<file path="config.mk">
export PLATFORM = sky130hd
export DESIGN_NAME = md5_message_digest_flat
export DESIGN_NICKNAME = d
export VERILOG_FILES = /design/src/design/md5_pkg.sv /design/src/design/md5_if.sv /design/src/design/md5_word_ram.sv /design/src/design/md5_core.sv /design/src/design/md5_message_digest.sv /design/src/flat_wrapper.sv
export SDC_FILE = /design/constraint.sdc
export NUM_CORES = 2
export LEC_CHECK = 0
export BUFFER_PORTS_ARGS = -buffer_cell sky130_fd_sc_hd__buf_2
export CORE_MARGIN = 4
export CORE_UTILIZATION = 45
export CTS_BUF_LIST = sky130_fd_sc_hd__clkbuf_16
export CTS_CLUSTER_SIZE = 8
export DETAILED_ROUTE_END_ITERATION = 10
export GPL_ROUTABILITY_DRIVEN = 0
export PLACE_DENSITY = 0.69
export SETUP_SLACK_MARGIN = 0.15
export SKIP_LAST_GASP = 1
export SYNTH_ARGS = -nofsm -noshare
export SYNTH_HDL_FRONTEND = slang
export SYNTH_SLANG_ARGS = --single-unit
</file>
<file path="constraint.sdc">
create_clock -name clk -period 11.42 [get_ports clk]
set_clock_uncertainty 0.1 [all_clocks]
set_input_delay 1.713 -clock clk [delete_from_list [all_inputs] [get_ports clk]]
set_output_delay 1.713 -clock clk [all_outputs]
set_load 0.005 [all_outputs]
</file>
<file path="src/design/md5_pkg.sv">
// Shared constants, types and helpers for the MD5 message digest block.
// Holds the round constants, rotate amounts and the core control structs.
// No dependencies; compiled before every other design file.
package md5_pkg;

  localparam int WORD_W = 32;
  localparam int LEN_W  = 61;

  // Initial chaining values
  localparam logic [31:0] IV_A = 32'h67452301;
  localparam logic [31:0] IV_B = 32'hefcdab89;
  localparam logic [31:0] IV_C = 32'h98badcfe;
  localparam logic [31:0] IV_D = 32'h10325476;

  // Padding marker byte
  localparam logic [7:0] PAD_MARK = 8'h80;

  // Per-round additive constants
  localparam logic [31:0] K_TABLE [64] = '{
    32'hd76aa478, 32'he8c7b756, 32'h242070db, 32'hc1bdceee,
    32'hf57c0faf, 32'h4787c62a, 32'ha8304613, 32'hfd469501,
    32'h698098d8, 32'h8b44f7af, 32'hffff5bb1, 32'h895cd7be,
    32'h6b901122, 32'hfd987193, 32'ha679438e, 32'h49b40821,
    32'hf61e2562, 32'hc040b340, 32'h265e5a51, 32'he9b6c7aa,
    32'hd62f105d, 32'h02441453, 32'hd8a1e681, 32'he7d3fbc8,
    32'h21e1cde6, 32'hc33707d6, 32'hf4d50d87, 32'h455a14ed,
    32'ha9e3e905, 32'hfcefa3f8, 32'h676f02d9, 32'h8d2a4c8a,
    32'hfffa3942, 32'h8771f681, 32'h6d9d6122, 32'hfde5380c,
    32'ha4beea44, 32'h4bdecfa9, 32'hf6bb4b60, 32'hbebfbc70,
    32'h289b7ec6, 32'heaa127fa, 32'hd4ef3085, 32'h04881d05,
    32'hd9d4d039, 32'he6db99e5, 32'h1fa27cf8, 32'hc4ac5665,
    32'hf4292244, 32'h432aff97, 32'hab9423a7, 32'hfc93a039,
    32'h655b59c3, 32'h8f0ccc92, 32'hffeff47d, 32'h85845dd1,
    32'h6fa87e4f, 32'hfe2ce6e0, 32'ha3014314, 32'h4e0811a1,
    32'hf7537e82, 32'hbd3af235, 32'h2ad7d2bb, 32'heb86d391
  };

  // Rotate amounts, indexed by {quarter, round mod 4}
  localparam logic [4:0] ROT_TABLE [16] = '{
    5'd7, 5'd12, 5'd17, 5'd22,
    5'd5, 5'd9,  5'd14, 5'd20,
    5'd4, 5'd11, 5'd16, 5'd23,
    5'd6, 5'd10, 5'd15, 5'd21
  };

  // Control from the sequencer to the compression core
  typedef struct packed {
    logic start;  // load working words and begin 64 rounds
    logic init;   // reload chaining words with the initial values
  } core_ctl_t;

  // Status from the compression core
  typedef struct packed {
    logic        done;   // chaining words updated this cycle
    logic [31:0] word_d;
    logic [31:0] word_c;
    logic [31:0] word_b;
    logic [31:0] word_a;
  } core_sts_t;

  function automatic logic [4:0] rot_amt(input logic [5:0] rnd);
    logic [3:0] idx;
    idx = {rnd[5:4], rnd[1:0]};
    return ROT_TABLE[idx];
  endfunction

  // Message word used by a round
  function automatic logic [3:0] msg_index(input logic [5:0] rnd);
    logic [3:0] m;
    logic [3:0] g;
    m = rnd[3:0];
    unique case (rnd[5:4])
      2'd0:    g = m;
      2'd1:    g = 4'((m << 2) + m + 4'd1);
      2'd2:    g = 4'((m << 1) + m + 4'd5);
      default: g = 4'((m << 3) - m);
    endcase
    return g;
  endfunction

  function automatic logic [31:0] rotl(input logic [31:0] x, input logic [4:0] s);
    logic [63:0] dbl;
    dbl = {x, x} << s;
    return dbl[63:32];
  endfunction

endpackage

</file>
<file path="src/design/md5_if.sv">
// Handshake interfaces for the MD5 block: byte input and digest output.
// Depends on nothing; compiled after md5_pkg.
interface md5_byte_if;
  logic       valid;
  logic       ready;
  logic [7:0] message_byte;
  logic       has_byte;
  logic       last_byte;

  modport source (output valid, output message_byte, output has_byte,
                  output last_byte, input ready);
  modport sink   (input valid, input message_byte, input has_byte,
                  input last_byte, output ready);
endinterface

interface md5_digest_if;
  logic        valid;
  logic        ready;
  logic [63:0] digest_ab;
  logic [63:0] digest_cd;

  modport source (output valid, output digest_ab, output digest_cd, input ready);
  modport sink   (input valid, input digest_ab, input digest_cd, output ready);
endinterface

</file>
<file path="src/design/md5_word_ram.sv">
// Sixteen-word block buffer with byte-lane write enables and registered read.
// Uses md5_pkg for the word width.
module md5_word_ram (
  input  logic                       clk,
  input  logic                       wr_en,
  input  logic [3:0]                 wr_addr,
  input  logic [3:0]                 wr_be,
  input  logic [md5_pkg::WORD_W-1:0] wr_data,
  input  logic [3:0]                 rd_addr,
  output logic [md5_pkg::WORD_W-1:0] rd_data
);

  logic [md5_pkg::WORD_W-1:0] mem [16];

  // Byte-lane write
  always_ff @(posedge clk) begin
    for (int l = 0; l < 4; l++) begin
      if (wr_en && wr_be[l]) begin
        mem[wr_addr][8*l +: 8] <= wr_data[8*l +: 8];
      end
    end
  end

  // Registered read
  always_ff @(posedge clk) begin
    rd_data <= mem[rd_addr];
  end

endmodule

</file>
<file path="src/design/md5_core.sv">
// MD5 compression core: one round per cycle over words read from the block RAM.
// Holds the chaining words. Uses md5_pkg for constants, helpers and structs.
module md5_core (
  input  logic                 clk,
  input  logic                 rst,
  input  md5_pkg::core_ctl_t   ctl,
  input  logic [31:0]          rd_data,
  output logic [3:0]           rd_addr,
  output md5_pkg::core_sts_t   sts
);

  // cnt 0: first read issued; 1: first word in; 2: first pre-sum;
  // 3..66: rounds 0..63; 67: add into chaining words
  localparam logic [6:0] CNT_PRE   = 7'd2;
  localparam logic [6:0] CNT_RND0  = 7'd3;
  localparam logic [6:0] CNT_RNDN  = 7'd66;
  localparam logic [6:0] CNT_LAST  = 7'd67;

  logic        busy;
  logic [6:0]  cnt;
  logic [31:0] chain [4];
  logic [31:0] a, b, c, d;
  logic [31:0] km;   // message word plus round constant
  logic [31:0] pre;  // a + km for the current round

  logic [5:0]  rnd;
  logic [5:0]  kidx;
  logic [31:0] f;
  logic [31:0] rot;
  logic        in_rounds;

  assign rnd       = 6'(cnt - CNT_RND0);
  assign kidx      = 6'(cnt - 7'd1);
  assign in_rounds = busy && (cnt >= CNT_RND0) && (cnt <= CNT_RNDN);
  assign rd_addr   = md5_pkg::msg_index(cnt[5:0]);

  // Round function
  always_comb begin
    unique case (rnd[5:4])
      2'd0:    f = (b & c) | (~b & d);
      2'd1:    f = (b & d) | (c & ~d);
      2'd2:    f = b ^ c ^ d;
      default: f = c ^ (b | ~d);
    endcase
    rot = md5_pkg::rotl(pre + f, md5_pkg::rot_amt(rnd));
  end

  // Sequencing and chaining words
  always_ff @(posedge clk) begin
    if (rst) begin
      busy     <= 1'b0;
      cnt      <= '0;
      chain[0] <= md5_pkg::IV_A;
      chain[1] <= md5_pkg::IV_B;
      chain[2] <= md5_pkg::IV_C;
      chain[3] <= md5_pkg::IV_D;
    end else begin
      if (ctl.init) begin
        chain[0] <= md5_pkg::IV_A;
        chain[1] <= md5_pkg::IV_B;
        chain[2] <= md5_pkg::IV_C;
        chain[3] <= md5_pkg::IV_D;
      end
      if (ctl.start) begin
        busy <= 1'b1;
        cnt  <= '0;
      end else if (busy) begin
        cnt <= 7'(cnt + 7'd1);
        if (cnt == CNT_LAST) begin
          busy     <= 1'b0;
          chain[0] <= chain[0] + a;
          chain[1] <= chain[1] + b;
          chain[2] <= chain[2] + c;
          chain[3] <= chain[3] + d;
        end
      end
    end
  end

  // Working words and the pre-sum pipeline
  always_ff @(posedge clk) begin
    if (ctl.start) begin
      a <= chain[0];
      b <= chain[1];
      c <= chain[2];
      d <= chain[3];
    end else if (busy) begin
      km <= rd_data + md5_pkg::K_TABLE[kidx];
      if (cnt == CNT_PRE) begin
        pre <= a + km;
      end
      if (in_rounds) begin
        a   <= d;
        d   <= c;
        c   <= b;
        b   <= b + rot;
        pre <= d + km;
      end
    end
  end

  assign sts.done   = busy && (cnt == CNT_LAST);
  assign sts.word_a = chain[0];
  assign sts.word_b = chain[1];
  assign sts.word_c = chain[2];
  assign sts.word_d = chain[3];

endmodule

</file>
<file path="src/design/md5_message_digest.sv">
// MD5 message digest top level: byte intake, padding sequencer, output register.
// Depends on md5_pkg, md5_if (interfaces), md5_word_ram and md5_core.
//
// Usage:
//   msg carries one item per cycle while msg.ready is high: message_byte with
//   has_byte = 1 is a message byte; last_byte = 1 ends the message (with or without
//   a byte). An item with has_byte = 0 and last_byte = 0 is taken and ignored.
//   digest carries one item per message: digest_ab = {B, A}, digest_cd = {D, C}.
// Flow:
//   A byte that neither completes a 64-byte block nor ends the message leaves
//   msg.ready high; the byte that completes one holds msg.ready low while the
//   core runs one round per cycle, reading one message word per cycle from the
//   block RAM. Ending a message writes the marker word, then the words after it
//   (up to 15), and puts the bit length in words 14 and 15 of the last block,
//   which is a padding-only block when fewer than nine bytes remain after the data.
// Reset: clears the byte count, loads the initial chaining values, empties the
//   output register and holds msg.ready low; the block RAM is written before use.
// Stall: the digest is held in an output register; input bytes keep flowing
//   while it waits. A message ending while the previous digest is still unread
//   waits in the final state until that register drains.
module md5_message_digest (
  input  logic              clk,
  input  logic              rst,
  md5_byte_if.sink          msg,
  md5_digest_if.source      digest
);

  localparam logic [2:0] S_IDLE = 3'd0;
  localparam logic [2:0] S_COMP = 3'd1;
  localparam logic [2:0] S_MARK = 3'd2;
  localparam logic [2:0] S_ZERO = 3'd3;
  localparam logic [2:0] S_FIN  = 3'd4;

  // Which block the core is working on
  localparam logic [1:0] KIND_DATA  = 2'd0;
  localparam logic [1:0] KIND_SPILL = 2'd1;
  localparam logic [1:0] KIND_FINAL = 2'd2;

  logic [2:0]                state;
  logic [1:0]                kind;
  logic                      pend_last;
  logic                      spill;
  logic [4:0]                wptr;
  logic [md5_pkg::LEN_W-1:0] len;
  logic                      out_valid;
  logic [63:0]               out_ab;
  logic [63:0]               out_cd;

  logic                      accept;
  logic                      fills_block;
  logic                      out_free;
  logic [63:0]               len_bits;

  logic                      wr_en;
  logic [3:0]                wr_addr;
  logic [3:0]                wr_be;
  logic [31:0]               wr_data;
  logic [3:0]                rd_addr;
  logic [31:0]               rd_data;

  md5_pkg::core_ctl_t        ctl;
  md5_pkg::core_sts_t        sts;

  assign msg.ready    = (state == S_IDLE) && !rst;
  assign accept       = msg.valid && msg.ready;
  assign fills_block  = msg.has_byte && (len[5:0] == 6'd63);
  assign out_free     = !out_valid || digest.ready;
  assign len_bits     = {len, 3'b000};

  assign digest.valid     = out_valid;
  assign digest.digest_ab = out_ab;
  assign digest.digest_cd = out_cd;

  // Block buffer writes and core control
  always_comb begin
    wr_en      = 1'b0;
    wr_addr    = len[5:2];
    wr_be      = 4'b0000;
    wr_data    = '0;
    ctl.start  = 1'b0;
    ctl.init   = 1'b0;
    unique case (state)
      S_IDLE: begin
        if (accept && msg.has_byte) begin
          wr_en   = 1'b1;
          wr_be   = 4'b0001 << len[1:0];
          wr_data = {4{msg.message_byte}};
        end
        ctl.start = accept && fills_block;
      end
      S_MARK: begin
        // marker byte, zeros in the higher lanes of the same word
        wr_en   = 1'b1;
        wr_be   = 4'b1111 << len[1:0];
        wr_data = {24'h000000, md5_pkg::PAD_MARK} << {len[1:0], 3'b000};
      end
      S_ZERO: begin
        if (wptr[4]) begin
          ctl.start = 1'b1;
        end else begin
          wr_en   = 1'b1;
          wr_addr = wptr[3:0];
          wr_be   = 4'b1111;
          if (!spill && wptr[3:0] == 4'd14) begin
            wr_data = len_bits[31:0];
          end else if (!spill && wptr[3:0] == 4'd15) begin
            wr_data = len_bits[63:32];
          end
        end
      end
      S_COMP: begin
      end
      S_FIN: begin
        ctl.init = out_free;
      end
      default: begin
      end
    endcase
  end

  // Sequencer
  always_ff @(posedge clk) begin
    if (rst) begin
      state     <= S_IDLE;
      kind      <= KIND_DATA;
      pend_last <= 1'b0;
      spill     <= 1'b0;
      wptr      <= '0;
      len       <= '0;
    end else begin
      unique case (state)
        S_IDLE: begin
          if (accept) begin
            if (msg.has_byte) begin
              len <= md5_pkg::LEN_W'(len + 1'b1);
            end
            if (fills_block) begin
              state     <= S_COMP;
              kind      <= KIND_DATA;
              pend_last <= msg.last_byte;
            end else if (msg.last_byte) begin
              state <= S_MARK;
            end
          end
        end
        S_MARK: begin
          spill <= (len[5:0] >= 6'd56);
          wptr  <= 5'({1'b0, len[5:2]} + 5'd1);
          state <= S_ZERO;
        end
        S_ZERO: begin
          if (wptr[4]) begin
            state <= S_COMP;
            kind  <= spill ? KIND_SPILL : KIND_FINAL;
          end else begin
            wptr <= 5'(wptr + 5'd1);
          end
        end
        S_COMP: begin
          if (sts.done) begin
            unique case (kind)
              KIND_DATA:  state <= pend_last ? S_MARK : S_IDLE;
              KIND_SPILL: begin
                // padding-only block follows
                spill <= 1'b0;
                wptr  <= '0;
                state <= S_ZERO;
              end
              KIND_FINAL: state <= S_FIN;
              default:    state <= S_IDLE;
            endcase
          end
        end
        S_FIN: begin
          if (out_free) begin
            len   <= '0;
            state <= S_IDLE;
          end
        end
        default: state <= S_IDLE;
      endcase
    end
  end

  // Output register valid: loaded from the final state, cleared when taken
  always_ff @(posedge clk) begin
    if (rst) begin
      out_valid <= 1'b0;
    end else if (state == S_FIN && out_free) begin
      out_valid <= 1'b1;
    end else if (digest.valid && digest.ready) begin
      out_valid <= 1'b0;
    end
  end

  // Output register payload
  always_ff @(posedge clk) begin
    if (state == S_FIN && out_free) begin
      out_ab <= {sts.word_b, sts.word_a};
      out_cd <= {sts.word_d, sts.word_c};
    end
  end

  md5_word_ram u_ram (
    .clk     (clk),
    .wr_en   (wr_en),
    .wr_addr (wr_addr),
    .wr_be   (wr_be),
    .wr_data (wr_data),
    .rd_addr (rd_addr),
    .rd_data (rd_data)
  );

  md5_core u_core (
    .clk     (clk),
    .rst     (rst),
    .ctl     (ctl),
    .rd_data (rd_data),
    .rd_addr (rd_addr),
    .sts     (sts)
  );

endmodule

</file>
<file path="src/flat_wrapper.sv">
// flat-port wrapper written by rule: the top's interface ports become plain ports
module md5_message_digest_flat 
  (clk, rst, msg_valid, msg_message_byte, msg_has_byte, msg_last_byte, msg_ready, digest_valid, digest_digest_ab, digest_digest_cd, digest_ready);
  md5_byte_if msg_i ();
  md5_digest_if digest_i ();
  input  logic clk;
  input  logic rst;
  input wire logic [$bits(msg_i.valid)-1:0] msg_valid;
  input wire logic [$bits(msg_i.message_byte)-1:0] msg_message_byte;
  input wire logic [$bits(msg_i.has_byte)-1:0] msg_has_byte;
  input wire logic [$bits(msg_i.last_byte)-1:0] msg_last_byte;
  output wire logic [$bits(msg_i.ready)-1:0] msg_ready;
  output wire logic [$bits(digest_i.valid)-1:0] digest_valid;
  output wire logic [$bits(digest_i.digest_ab)-1:0] digest_digest_ab;
  output wire logic [$bits(digest_i.digest_cd)-1:0] digest_digest_cd;
  input wire logic [$bits(digest_i.ready)-1:0] digest_ready;
  assign msg_i.valid = msg_valid;
  assign msg_i.message_byte = msg_message_byte;
  assign msg_i.has_byte = msg_has_byte;
  assign msg_i.last_byte = msg_last_byte;
  assign msg_ready = msg_i.ready;
  assign digest_valid = digest_i.valid;
  assign digest_digest_ab = digest_i.digest_ab;
  assign digest_digest_cd = digest_i.digest_cd;
  assign digest_i.ready = digest_ready;
  md5_message_digest u_core (.clk(clk), .rst(rst), .msg(msg_i), .digest(digest_i));
endmodule
</file>
Yosys cells after proc, flatten, opt, wreduce, memory -nomap -nowiden
Memory sizes are Yosys's and may differ from the RTL's. A register that Yosys moved wholly into a read port is not among the register bits.
Cells that the tools add are included.

storage, ports and cells
  output and inout bits = 130
  memory bits (read-only) = 2128
  RAM bits = 640
  bits in registers = 402
  memories = 4
  input port bits = 14
  word-level logic and storage cells = 233

operators by class
  equal/unequal tests = 24
  magnitude comparators = 5
  add/sub/neg operators = 20
  mux-type cells = 92
  reduce and logical (&&, ||, !) cells = 43
  bitwise operators = 23
  shifts and indexed selects = 4

memory list
  name                 words  bits a word  read ports  clocked after memory_dff  write ports  RTL line            RTL
  (name not given)     64     32           1           0                         0            md5_core.sv:88      km <= rd_data + md5_pkg::K_TABLE[kidx];
  u_core.u_ram.mem     16     32           1           1                         1            md5_word_ram.sv:13  logic [md5_pkg::WORD_W-1:0] mem [16];
  u_core.u_core.chain  4      32           4           0                         4            md5_core.sv:21      logic [31:0] chain [4];
  (name not given)     16     5            1           0                         0            md5_pkg.sv:64       return ROT_TABLE[idx];

operator list
  kind                   number
  $mux 32                28
  $add 32x32->32         9
  $pmux 32 s3            2
  $mux 61                3
  $and 32x32->32         4
  $pmux 61 s2            1
  $or 32x32->32          3
  $xor 32x32->32         3
  $not 32->32            2
  $shl 64x5->64          1
  $add 61x1->61 const B  1
  $shl 8x5->32 const A   1
  $mux 1                 29
  $mux 5                 5
  $pmux 4 s3             2
  $mux 3                 6
  $logic_and 1x1->1      16
  $mux 4                 4
  $pmux 3 s5             1
  $pmux 5 s3             1
  $reduce_bool 2->1      7
  $reduce_and 3->1       4
  $reduce_and 4->1       3
  $mux 2                 5
  other kinds (44)       70

Depth between registers and ports, before layout
  word-level depth = 10
  mapped depth = 39

By module
From an unflattened synthesis, not the netlist that was laid out.

second synthesis, totals
  cells, all modules = 5325
  area, all modules = 60364.1 µm²

modules (own cells, without submodules)
  module              cells an instance  area an instance (µm²)  times used
  md5_core            3654               31691.6                 1
  md5_word_ram        909                20099.3                 1
  md5_message_digest  762                8573.2                  1

Least setup slack after synthesis
OpenSTA, ideal clock, no wires.

  path kind = input -> register
  from = input port digest_ready
  to = memory u_core.u_core.chain[2][31]
  data arrival time = 9.232 ns
  slack = 2.017 ns
  buffers on the path = 1
  data required time = 11.249 ns
  stages on the path = 9
  cells stage by stage = nand2b_1 -> nand2_1 -> nor2_1 -> or2_2 -> clkbuf_1 -> nor2_1 -> inv_1 -> o21ai_0 -> a21oi_1

RTL lines
  element          RTL line            RTL
  start, declared  flat_wrapper.sv:16  input wire logic [$bits(digest_i.ready)-1:0] digest_ready;
  end, declared    md5_core.sv:21

Worst setup path in the final report
  from = register u_core.u_core.cnt[2]
  to = register u_core.u_core.b[30] (data pin)

on the way
  cells in the longest elaborated chain, start to end = 10
  elaborated cells on any way between the ends = 15

ends and longest elaborated chain
  element                                                 RTL line        RTL
  start, declared                                         md5_core.sv:20  logic [6:0] cnt;
  start signal, assigned                                  md5_core.sv:68  cnt <= 7'(cnt + 7'd1);
  $sub 6x2->6 *                                           md5_core.sv:32  assign rnd = 6'(cnt - CNT_RND0);
  branches (longest 4 deep; another with $add 32x32->32)  -
  $shl 64x5->64 *                                         md5_pkg.sv:83   dbl = {x, x} << s;
  $add 32x32->32 *                                        md5_core.sv:96  b <= b + rot;
  $mux 32 *                                               md5_core.sv:92  if (in_rounds) begin
  $mux 32 *                                               md5_core.sv:87  end else if (busy) begin
  $mux 32 *                                               md5_core.sv:82  if (ctl.start) begin
  end signal, assigned                                    md5_core.sv:84  b <= chain[1];
  end signal, assigned                                    md5_core.sv:96
  end, declared                                           md5_core.sv:22  logic [31:0] a, b, c, d;

Every way passes the cells marked *. The select of a mux whose other input is x is not followed.
A chain may end at the register's enable or synchronous reset.

==> flow_summary.toml <==
[status]
outcome = "finished clean"

[worst_setup_path]
arrival_ns = 10.49
crit_path_start = "u_core.u_core.cnt[2]"
crit_family = "compound AO/OA/AOI/OAI gates"
critPathMaxFanout = 20
path_depth = 33
reg2reg_depth = 33
crit_end = "u_core.u_core.b[30]"
r2r_slack_ns = 1.33
timing.critical_path.buf_inv = 2
cp-start-kind = "register"
crit_top_cell = "a21oi_1"
path_class = "reg -> reg"
timing.rr.start = "u_core.u_core.cnt[2]"
cp.required_ns = 11.82
end_kind = "register"
critical_path.slowest_cell = "a2111oi_0"
slowest_delay_ns = 0.64
r2r-end = "u_core.u_core.b[30]"

[clocking]
cts_tree = "built"
post_cts_buffers = 0
ctsResizeCount = 0
clock-sinks = 1074
root_buffer = "clkbuf_16"
clockBufferDepth = 3
cts-htree-levels = 4
clock_latency_ns = 0.79
cts.clk_slew.worst_paths_ns = 0.06
cts-buffers-inserted = 152
cts_hold_buf = 0

[cells_and_area]
drive_gt1_frac = 0.115
final_common_cell = "edfxtp_1"
fillers = 11275
final_cells = 7389
nNetsFinal = 5848
most-common-layout-cells = "edfxtp_1, nand2_1, nor2_1"
postLayoutCellArea_um2 = 67100
area_growth_pct = 12.3

[routing]
via_count = 44812
routed_wl_um = 168000
postRouteAntennaNets = 0
drt_iter0_drc = 4922
dr.pass1.iters = 7
viasPerCell = 6.06
drc = 0
wl_per_cell_um = 22.7

[die]
dieArea_um2 = 139000
die_y_um = 372
die_w_um = 372
ios = 144
start_util = 0.454
core-area_um2 = 132000
rows = 133

[grt]
grt_pass1_vias = 42731
grt_usage = 0.238
antenna_found_initial = 8
grt_pass1_wl_um = 254000
grt_max_degree = 129
grt_overflow_total = 0

[synthesis]
synth_area_leaders = "edfxtp_1, ha_1, mux4_2"
synth-async-reset-ratio = 0
syn_inst = 5428
synthFlopType = "edfxtp_1"
synth_seq_area_share = 0.516
yosys.area.top_type_share = 0.467
synth_fp_nets = 5747
yosysTopAreaCell = "edfxtp_1"
ys_warn_count = 0
synth.distinct_cells = 77
syn-mean-instance-area_um2 = 11.0
ys_ff_latch = 1074
syn_area_um2 = 59700
synth_edf_count = 928

[pwr]
cellPowerDensity_nw_per_um2 = 131
leakage_nw = 24.5
switching_share = 0.222
power_frac_comb = 0.029
p_int_mw = 6.81
ir_drop_mv = 0.177
power_frac_seq = 0.491
clkPwrFrac = 0.480
switching_power_mw = 1.94

[sta]
rsz0062_at_grt = "false"
hold_viol = 0
maxSlewViolCount = 0
maxSlewHeadroom = 0.153
min_period_over_period = 0.883
clock.fmax_ghz = 0.0991
period_minus_slack_ns = 10.09
setup_viol = 0
worst_slew_pin_slew_ns = 1.26
setup_tns_ns = 0

[place]
placed_area_um2 = 62500
hpwlAfterDp_um = 117000
dp_cells = 7130
numPortBuffers = 143

[flow_run]
cap_violations = 0

[worst_hold_path]
worstHoldPathType = "reg -> reg"
-- kinds of logic after synthesis --
family / Yosys count / synth area share
flops: 1074 / 0.516
buf+inv: 376 / 0.0239
mux: 281 / 0.0763
xor+xnor: 309 / 0.0454
simple gates: 1689 / 0.127
fa+ha+maj: 305 / 0.0654
compound gates: 1394 / 0.147
-- sequential cells by signal, indices dropped and copies added (netlist names), 61 cells and up --
signal / cells
u_core.u_ram.mem: 512
u_core.digest.digest_ab: 64
u_core.u_core.chain: 128
u_core.len: 61
u_core.digest.digest_cd: 64
-- power by group through the flow --
stage,combinational (mW),sequential [mW],clock (mW)
after floorplan,0.174,4.36,0
after global placement,0.244,4.37,0
after detailed placement,0.250,4.38,0
after CTS,0.252,4.30,4.25
after global routing,0.278,4.30,4.45
final,0.254,4.30,4.20
-- cell usage after synthesis (all sizes together), types with 13 or more instances --
master	n
mux2	52
and3	36
inv	91
xnor2	186
a22oi	38
mux4	134
or3	68
a21oi	398
a211oi	71
ha	293
a21o	127
a221o	38
nand4	32
clkbuf	238
a31oi	72
edfxtp	928
nor3	95
or2	14
a311oi	17
nand2	654
o311ai	16
o21ai	365
mux2i	95
dfxtp	146
o21a	39
nand3	112
xor2	123
o31ai	15
nor2b	69
o211ai	42
nor3b	13
nor2	480
a21boi	13
nand2b	40
o21bai	26
buf	43
and2	31
-- area by class of cell --
class | instances | area (um^2) | area share
clock buffers | 152 | 3800 | 0.0567
multi-input cells | 3978 | 27700 | 0.413
well taps | 1755 | 2200 | 0.0327
flip-flops and latches | 1074 | 30800 | 0.459
repair buffers | 228 | 1420 | 0.0211
diodes | 1 | 2.50 | 0.0000373
clock inverters | 106 | 797 | 0.0119
inverters | 95 | 357 | 0.00532
-- per-layer routing --
| layer | track usage | up-vias | wire length (um) |
|---|---|---|---|
| li1 | - | 20563 | - |
| met1 | 0.306 | 21795 | 65300 |
| met2 | 0.393 | 2035 | 79300 |
| met3 | 0.0370 | 417 | 14200 |
| met4 | 0.119 | 2 | 8790 |
| met5 | 0 | - | 13 |
-- how the worst min path moves through the flow --
| stage | cells past startpoint | from | endpoint | slack (ns) |
|---|---|---|---|---|
| after global routing | 0 | u_core.u_core.chain[3][22] | u_core.digest.digest_cd[54] | 0.41 |
| after CTS | 0 | u_core.u_core.chain[3][21] | u_core.digest.digest_cd[53] | 0.40 |
| after floorplan | 0 | u_core.u_core.chain[2][31] | u_core.digest.digest_cd[31] | 0.32 |
| after detailed placement | 0 | u_core.u_core.chain[3][14] | u_core.digest.digest_cd[46] | 0.39 |
| after global placement | 2 | u_core.len[60] | u_core.len[60] | 0.37 |
| final | 0 | u_core.u_core.chain[3][14] | u_core.digest.digest_cd[46] | 0.39 |
-- metrics by stage --
step	hold WS, ns	power [mW]	setup WS, ns	util
floorplan	0.322	4.54	2.02	-
global placement	0.372	4.62	1.81	0.475
detailed placement	0.389	4.62	1.51	0.475
CTS	0.397	8.80	1.47	0.510
global route	0.411	9.02	0.498	0.510
finish	0.393	8.75	1.33	0.510
Power figures use the tool's default switching activity.
